[config.mk]
export PLATFORM = sky130hd
export DESIGN_NAME = lsb_first_bit_packer
export DESIGN_NICKNAME = d
export VERILOG_FILES = /design/src/rtl/core/lbp_pkg.sv /design/src/rtl/core/lbp_out_stage.sv /design/src/rtl/core/lsb_first_bit_packer.sv
export SDC_FILE = /design/constraint.sdc
export NUM_CORES = 1
export LEC_CHECK = 0
export BUFFER_PORTS_ARGS = -buffer_cell sky130_fd_sc_hd__buf_4
export CORE_MARGIN = 1
export CORE_UTILIZATION = 25
export CTS_BUF_LIST = sky130_fd_sc_hd__clkbuf_8
export DETAILED_ROUTE_END_ITERATION = 16
export MAX_ROUTING_LAYER = met4
export PLACE_DENSITY = 0.46
export SYNTH_ARGS = -nofsm -noshare
export SYNTH_HDL_FRONTEND = slang
export SYNTH_SLANG_ARGS = --single-unit
[constraint.sdc]
create_clock -name i_clk -period 5.4 [get_ports i_clk]
set_input_delay 0 -clock i_clk [delete_from_list [all_inputs] [get_ports i_clk]]
set_output_delay 0 -clock i_clk [all_outputs]
set_load 0.01 [all_outputs]
[src/rtl/core/lbp_pkg.sv]
// ----------------------------------------------------------------------------
// lbp_pkg
// Shared types, codes and defaults of the LSB-first bit packer.
// ----------------------------------------------------------------------------
package lbp_pkg;

    localparam int MAX_PUSH_BITS_DEF = 32;
    localparam int BYTE_W            = 8;
    localparam int IN_BITS_W         = 32;
    localparam int NUM_BITS_W        = 6;
    localparam int COUNT_W           = 16;
    localparam int STATUS_W          = 2;
    localparam int CMD_W             = 2;

    localparam logic [COUNT_W-1:0] CAP_RESET = 16'd4096;

    localparam logic [CMD_W-1:0] CMD_PUSH    = 2'd0;
    localparam logic [CMD_W-1:0] CMD_FLUSH   = 2'd1;
    localparam logic [CMD_W-1:0] CMD_ALIGNED = 2'd2;
    localparam logic [CMD_W-1:0] CMD_RELEASE = 2'd3;

    localparam logic [STATUS_W-1:0] STAT_OK        = 2'd0;
    localparam logic [STATUS_W-1:0] STAT_BAD_COUNT = 2'd1;
    localparam logic [STATUS_W-1:0] STAT_OVERFLOW  = 2'd2;

    typedef struct packed {
        logic [BYTE_W-1:0]   out_byte;
        logic                byte_valid;
        logic                last;
        logic [STATUS_W-1:0] status;
        logic [COUNT_W-1:0]  byte_count;
    } t_result;

endpackage

[src/rtl/core/lbp_out_stage.sv]
// ----------------------------------------------------------------------------
// lbp_out_stage
// Output register of the bit packer: holds one result beat until it is taken.
// ----------------------------------------------------------------------------
module lbp_out_stage (
    input  logic             i_clk,
    input  logic             i_rst_n,
    input  logic             i_load,
    input  lbp_pkg::t_result i_res,
    input  logic             i_stall,
    output logic             o_valid,
    output lbp_pkg::t_result o_res,
    output logic             o_free
);

    logic             r_valid;
    logic             n_valid;
    lbp_pkg::t_result r_res;

    assign o_free  = !r_valid || !i_stall;
    assign o_valid = r_valid;
    assign o_res   = r_res;

    always_comb begin
        n_valid = r_valid;
        if (i_load) begin
            n_valid = 1'b1;
        end else if (o_free) begin
            n_valid = 1'b0;
        end
    end

    always_ff @(posedge i_clk) begin
        if (!i_rst_n) begin
            r_valid <= 1'b0;
        end else begin
            r_valid <= n_valid;
        end
    end

    always_ff @(posedge i_clk) begin
        if (i_load) begin
            r_res <= i_res;
        end
    end

    a_load_only_when_free: assert property (@(posedge i_clk) disable iff (!i_rst_n)
        i_load |-> o_free)
        else $error("result loaded over an untaken beat");

    a_held_beat_stable: assert property (@(posedge i_clk) disable iff (!i_rst_n)
        r_valid && i_stall |=> r_valid && $stable(r_res))
        else $error("stalled result beat changed");

    a_no_bad_status_mid: assert property (@(posedge i_clk) disable iff (!i_rst_n)
        r_valid && !r_res.last |-> r_res.byte_valid && r_res.status == lbp_pkg::STAT_OK)
        else $error("non-final beat without a byte or with a status");

endmodule

[src/rtl/core/lsb_first_bit_packer.sv]
// ----------------------------------------------------------------------------
// lsb_first_bit_packer
// Packs bit fields LSB first into bytes; one byte-wide shift step per emitted byte.
// ----------------------------------------------------------------------------
//  Channel  Direction  Handshake                 Payload
//  in       input      i_in_valid / o_in_stall   i_cmd, i_bits, i_num_bits
//  out      output     o_out_valid / i_out_stall o_out_byte, o_byte_valid, o_last,
//                                                o_status, o_byte_count
//  cfg      input      i_cfg_valid / o_cfg_ready i_cfg_data (capacity in bytes)
//
//  An accepted item is loaded into the accumulator, then the byte shift step
//  emits its result beats in order, the final one marked last.
//  Output stalls hold the sequencer; the input is stalled while an item runs.
//  Reset is synchronous: pending bits and byte count clear, capacity is 4096.
// ----------------------------------------------------------------------------
module lsb_first_bit_packer #(
    parameter int MAX_PUSH_BITS = lbp_pkg::MAX_PUSH_BITS_DEF
) (
    input  logic                            i_clk,
    input  logic                            i_rst_n,
    input  logic                            i_in_valid,
    output logic                            o_in_stall,
    input  logic [lbp_pkg::CMD_W-1:0]       i_cmd,
    input  logic [lbp_pkg::IN_BITS_W-1:0]   i_bits,
    input  logic [lbp_pkg::NUM_BITS_W-1:0]  i_num_bits,
    output logic                            o_out_valid,
    input  logic                            i_out_stall,
    output logic [lbp_pkg::BYTE_W-1:0]      o_out_byte,
    output logic                            o_byte_valid,
    output logic                            o_last,
    output logic [lbp_pkg::STATUS_W-1:0]    o_status,
    output logic [lbp_pkg::COUNT_W-1:0]     o_byte_count,
    input  logic                            i_cfg_valid,
    output logic                            o_cfg_ready,
    input  logic [lbp_pkg::COUNT_W-1:0]     i_cfg_data
);

    localparam int BW   = lbp_pkg::BYTE_W;
    localparam int AccW = MAX_PUSH_BITS + BW;
    localparam int RemW = $clog2(AccW + 1);
    localparam int ExtW = (MAX_PUSH_BITS > lbp_pkg::IN_BITS_W) ?
                          MAX_PUSH_BITS : lbp_pkg::IN_BITS_W;

    localparam logic S_IDLE = 1'b0;
    localparam logic S_RUN  = 1'b1;

    logic                                r_state;
    logic                                n_state;
    logic [BW-2:0]                       r_pend;
    logic [BW-2:0]                       n_pend;
    logic [2:0]                          r_pcnt;
    logic [2:0]                          n_pcnt;
    logic [lbp_pkg::COUNT_W-1:0]         r_held;
    logic [lbp_pkg::COUNT_W-1:0]         n_held;
    logic [lbp_pkg::COUNT_W-1:0]         r_cap;
    logic [AccW-1:0]                     r_acc;
    logic [AccW-1:0]                     n_acc;
    logic [RemW-1:0]                     r_rem;
    logic [RemW-1:0]                     n_rem;
    logic                                r_flush;
    logic                                n_flush;
    logic [lbp_pkg::STATUS_W-1:0]        r_status;
    logic [lbp_pkg::STATUS_W-1:0]        n_status;

    logic                                in_accept;
    logic                                out_free;
    logic                                out_load;
    lbp_pkg::t_result                    res;
    lbp_pkg::t_result                    out_res;
    logic [ExtW-1:0]                     bits_ext;
    logic [MAX_PUSH_BITS-1:0]            masked;
    logic [AccW-1:0]                     acc_shift;
    logic [RemW-1:0]                     rem_sub;

    assign in_accept   = i_in_valid && !o_in_stall;
    assign o_in_stall  = (r_state != S_IDLE);
    assign o_cfg_ready = 1'b1;
    assign out_load    = (r_state == S_RUN) && out_free;
    assign bits_ext    = ExtW'(i_bits);
    assign acc_shift   = r_acc >> BW;
    assign rem_sub     = r_rem - RemW'(BW);

    always_comb begin
        for (int i = 0; i < MAX_PUSH_BITS; i++) begin
            masked[i] = bits_ext[i] && (i < int'(i_num_bits));
        end
    end

    always_comb begin
        n_state  = r_state;
        n_pend   = r_pend;
        n_pcnt   = r_pcnt;
        n_held   = r_held;
        n_acc    = r_acc;
        n_rem    = r_rem;
        n_flush  = r_flush;
        n_status = r_status;
        res      = '0;

        if (in_accept) begin
            n_state  = S_RUN;
            n_flush  = 1'b0;
            n_status = lbp_pkg::STAT_OK;
            n_acc    = AccW'(r_pend);
            n_rem    = RemW'(r_pcnt);
            case (i_cmd)
                lbp_pkg::CMD_PUSH: begin
                    if (int'(i_num_bits) > MAX_PUSH_BITS) begin
                        n_status = lbp_pkg::STAT_BAD_COUNT;
                    end else begin
                        n_acc = (AccW'(masked) << r_pcnt) | AccW'(r_pend);
                        n_rem = RemW'(r_pcnt) + RemW'(i_num_bits);
                    end
                end
                lbp_pkg::CMD_FLUSH: begin
                    if (r_pcnt != 3'd0) begin
                        n_rem   = RemW'(BW);
                        n_flush = 1'b1;
                    end
                end
                lbp_pkg::CMD_ALIGNED: begin
                    if (r_pcnt != 3'd0) begin
                        n_acc   = (AccW'(i_bits[BW-1:0]) << BW) | AccW'(r_pend);
                        n_rem   = RemW'(2 * BW);
                        n_flush = 1'b1;
                    end else begin
                        n_acc = AccW'(i_bits[BW-1:0]);
                        n_rem = RemW'(BW);
                    end
                end
                default: begin
                    n_held = '0;
                end
            endcase
        end else if (out_load) begin
            n_flush = 1'b0;
            if (r_rem >= RemW'(BW)) begin
                if (r_held < r_cap) begin
                    n_held         = r_held + 1'b1;
                    n_acc          = acc_shift;
                    n_rem          = rem_sub;
                    res.out_byte   = r_acc[BW-1:0];
                    res.byte_valid = 1'b1;
                    res.last       = (rem_sub < RemW'(BW));
                    res.status     = lbp_pkg::STAT_OK;
                    res.byte_count = r_held + 1'b1;
                    if (rem_sub < RemW'(BW)) begin
                        n_state = S_IDLE;
                        n_pend  = acc_shift[BW-2:0];
                        n_pcnt  = rem_sub[2:0];
                    end
                end else begin
                    res.last       = 1'b1;
                    res.status     = lbp_pkg::STAT_OVERFLOW;
                    res.byte_count = r_held;
                    n_state        = S_IDLE;
                    if (!r_flush) begin
                        n_pend = '0;
                        n_pcnt = '0;
                    end
                end
            end else begin
                res.last       = 1'b1;
                res.status     = r_status;
                res.byte_count = r_held;
                n_state        = S_IDLE;
                n_pend         = r_acc[BW-2:0];
                n_pcnt         = r_rem[2:0];
            end
        end
    end

    always_ff @(posedge i_clk) begin
        if (!i_rst_n) begin
            r_state <= S_IDLE;
            r_pend  <= '0;
            r_pcnt  <= '0;
            r_held  <= '0;
            r_cap   <= lbp_pkg::CAP_RESET;
        end else begin
            r_state <= n_state;
            r_pend  <= n_pend;
            r_pcnt  <= n_pcnt;
            r_held  <= n_held;
            if (i_cfg_valid && o_cfg_ready) begin
                r_cap <= i_cfg_data;
            end
        end
    end

    always_ff @(posedge i_clk) begin
        r_acc    <= n_acc;
        r_rem    <= n_rem;
        r_flush  <= n_flush;
        r_status <= n_status;
    end

    lbp_out_stage u_out_stage (
        .i_clk   (i_clk),
        .i_rst_n (i_rst_n),
        .i_load  (out_load),
        .i_res   (res),
        .i_stall (i_out_stall),
        .o_valid (o_out_valid),
        .o_res   (out_res),
        .o_free  (out_free)
    );

    assign o_out_byte   = out_res.out_byte;
    assign o_byte_valid = out_res.byte_valid;
    assign o_last       = out_res.last;
    assign o_status     = out_res.status;
    assign o_byte_count = out_res.byte_count;

    a_pend_upper_clear: assert property (@(posedge i_clk) disable iff (!i_rst_n)
        (AccW'(r_pend) >> r_pcnt) == '0)
        else $error("pending bits above the pending count are set");

    a_accept_starts_run: assert property (@(posedge i_clk) disable iff (!i_rst_n)
        in_accept |=> r_state == S_RUN)
        else $error("accepted beat did not start the sequencer");

    a_count_steps_by_one: assert property (@(posedge i_clk) disable iff (!i_rst_n)
        out_load && res.byte_valid |=> r_held == $past(r_held) + 1'b1)
        else $error("byte count did not follow an emitted byte");

    a_final_leaves_run: assert property (@(posedge i_clk) disable iff (!i_rst_n)
        out_load && res.last |=> r_state == S_IDLE)
        else $error("sequencer kept running after the final beat");

endmodule

==> metrics.yaml <==
clock_tree:
  clock-root-buffer: "clkbuf_8"
  cts_max_level: 4
  post_cts_buffers: 0
  cts.sinks: 119
  cts_resized: 0
  cts_buffers: 17
  max-clock-path-buffers: 2
  cts_tree: "built"
  clkTransAtPathRegs_ns: 0.08
  clock_latency_ns: 0.45
yosys:
  synth-edff-count: 75
  ys_warn_count: 0
  avgSynthCellArea_um2: 9.08
  synth.cells.most_frequent: "nand2_1 (78), edfxtp_1 (75), nor2_1 (69), a21oi_1 (59), clkbuf_1 (53)"
  yosysMostFrequentCell: "nand2_1"
  synth_top_area_share_pct: 29.1
  syn_inst: 852
  seq_area_frac_synth_pct: 40.5
  synth_nets: 939
  yosysUniqueCellTypes: 81
  syn_area_mm2: 0.00774
  synth_area_leader_cell: "edfxtp_1"
  synth.area.top_cells: "edfxtp_1 (29%), dfxtp_1 (11%), mux2i_1 (4.8%)"
  synth_ff_type: "edfxtp_1"
  ys_async_sr_fraction_pct: 0
  ys_ff_latch: 119
power_and_ir_drop:
  p_per_area_mw_per_mm2: 283
  p_leak_uw: 0.00362
  ir_drop_v: 0.000121
outcome:
  status: "complete, no violations"
placement:
  place_area_mm2: 0.00873
  port_buffers: 90
  place_hpwl_mm: 17.7
  gp_congestion: 0.845
critical_path:
  critPathLaunchType: "flip-flop"
  cp-startpoint: "r_rem[4]"
  critPathRequiredTime_ns: 5.51
  cp.arrival_ns: 3.59
  r2r_start: "r_rem[4]"
  cpMostUsedCell: "buf_4"
  criticalPathCategory: "reg2reg"
  end_kind: "flip-flop"
  crit_chain: "inv_1, ha_1, or4b_1, nand2_1, o211a_1, nand3_1, buf_4, o21ai_4, buf_4"
  crit_slowest_cell: "or4b_1"
  slowest_delay_ns: 0.59
  crit_path_max_fanout: 23
sta:
  slew_violations: 0
  max_slew_margin_pct: 38.4
  finClkSkew_ns: 0.0188
  min_period_over_period_pct: 64.4
  rsz0062_at_grt: "no"
  fmax_mhz: 287
  setup_violations: 0
  worstMarginPinSlew_ns: 0.914
  tns_ns: 0
  period_needed_ns: 3.48
  hold_violations: 0
job:
  drv_cap: 0
finish:
  syn_to_final_growth_pct: 22.0
  nNetsFinal: 1021
  drive_above_1_share_pct: 18.1
  final_cell_area_mm2: 0.00944
  diodes: 0
  fillers: 3192
worst_hold_path:
  min-delay-start: "i_cfg_valid"
  hold_path_class: "in2reg"
grt:
  overflow: 0
  grt_max_degree: 55
  grtUsageTotal_pct: 16.3
  grt_pass1_vias: 6610
  grt_pass1_wl_mm: 38.2
  antenna_found_initial: 0
route:
  drt_wl_total_mm: 24.6
  wl_per_cell_um: 18.3
  viasPerCell: 5.16
  drc_errors: 0
  dr.pass1.iters: 5
  drtIter0Drc: 592
  num_vias: 6927
  ant_nets: 0
die:
  die_w_um: 178
  initial_core_util_pct: 25.4
  die_h_um: 178
  ios: 92
  core_mm2: 0.0305
  rows: 64
  dieArea_mm2: 0.0317
==> kinds of logic (layout without fill, tap and decap cells) <==
kind of cell / Yosys count / in the layout / synth area share, %
AND/OR/NAND/NOR: 277 / 277 / 17.8
AO/OA/AOI/OAI: 263 / 263 / 24.5
flip-flops: 119 / 119 / 40.5
buffers and inverters: 110 / 205 / 5.56
multiplexers: 46 / 46 / 6.24
adder cells (fa/ha/maj): 26 / 26 / 4.30
XOR/XNOR: 10 / 10 / 1.13
other: 1 / 1 / 0.0485
==> through the flow <==
step | util, % | std cells | setup WS (ns) | power [uW] | hold slack (ns)
final | 30.9 | 1343 | 1.92 | 2670 | 0.0215
after global routing | 30.9 | 1343 | 1.73 | 2800 | 0.00695
after CTS | 30.9 | 1343 | 1.88 | 2700 | 0.00212
after detailed placement | 28.6 | 1280 | 1.88 | 1830 | 0.236
after global placement | 28.6 | 1280 | 1.99 | 1830 | 0.226
after floorplan | - | 852 | 0.0614 | 1590 | 0.130
==> sequential cells by signal (all words and copies together), names as in the netlist <==
name / count
o_in_stall: 1
r_pend: 7
r_cap: 16
u_out_stage.o_res: 28
r_flush: 1
u_out_stage.o_valid: 1
r_status: 1
r_pcnt: 3
r_held: 16
r_rem: 6
r_acc: 39
==> critical path, delay by kind of cell (launching register included) <==
family                     cells  cell delay [ns]
AOI/OAI and AO/OA              2             0.96
buffers and inverters          3             0.75
and+or+nand+nor                3             0.90
DFF                            1             0.39
adders and majority gates      1             0.14
==> where the power goes <==
group | internal [uW] | total, uW | switching, uW
Clock | 421 | 843 | 422
Combinational | 259 | 671 | 412
Sequential | 1110 | 1160 | 49.9
==> final cells by class <==
cell class / instances / area, um2 / area share, %
Tap cell: 396 / 495 / 5.25
Clock inverter: 15 / 160 / 1.70
Multi-Input combinational cell: 623 / 4190 / 44.4
Timing Repair Buffer: 133 / 1080 / 11.4
Inverter: 40 / 150 / 1.59
Clock buffer: 17 / 234 / 2.48
Sequential cell: 119 / 3130 / 33.2
==> metal layers <==
| metal | wire, um | GRT usage [%] |
|---|---|---|
| met5 | 0 | - |
| met4 | 278 | 3.74 |
| met1 | 11600 | 21.6 |
| met2 | 11800 | 26.1 |
| met3 | 894 | 2.40 |
==> cell usage in the layout (no fill, tap or decap), types with 7 or more instances in the layout <==
master         netlist  routed
dfxtp_1             44      44
o211ai_1            12      12
and2_1              10      10
a21oi_1             59      59
and3_1              26      26
nor2_1              69      69
buf_4                1     102
nand3_1             25      25
a21o_1              15      15
nand4_1              8       8
o21a_1               9       9
mux2_2               8       8
a22oi_1             10      10
a221oi_1             9       9
or3_1                8       8
mux2i_1             37      37
a311oi_2             7       7
nand2_1             78      78
nor2b_1              8       8
and4_1               7       7
inv_1               39      39
clkbuf_8             0      17
dlygate4sd3_1        0      31
o21ai_0             51      50
edfxtp_1            75      75
ha_1                25      25
o2111ai_1            8       8
nor3_1               9       9
==> worst paths after layout <==
check / endpoint / slack [ns] / cells after the start
setup / recovery: r_acc[18] / 1.92 / 9
hold / removal: r_cap[13] / 0.02 / 3
hold reg to reg: r_pend[1] / 0.49 / 2
setup reg to reg: r_acc[18] / 1.92 / 9
==> repair_timing <==
| item | CTS | global route |
|---|---|---|
| setup endpoints to repair | 0 | 0 |
| hold buffers | 31 | 0 |
| hold endpoints to repair | 35 | 0 |
Power figures use the tool's default switching activity.
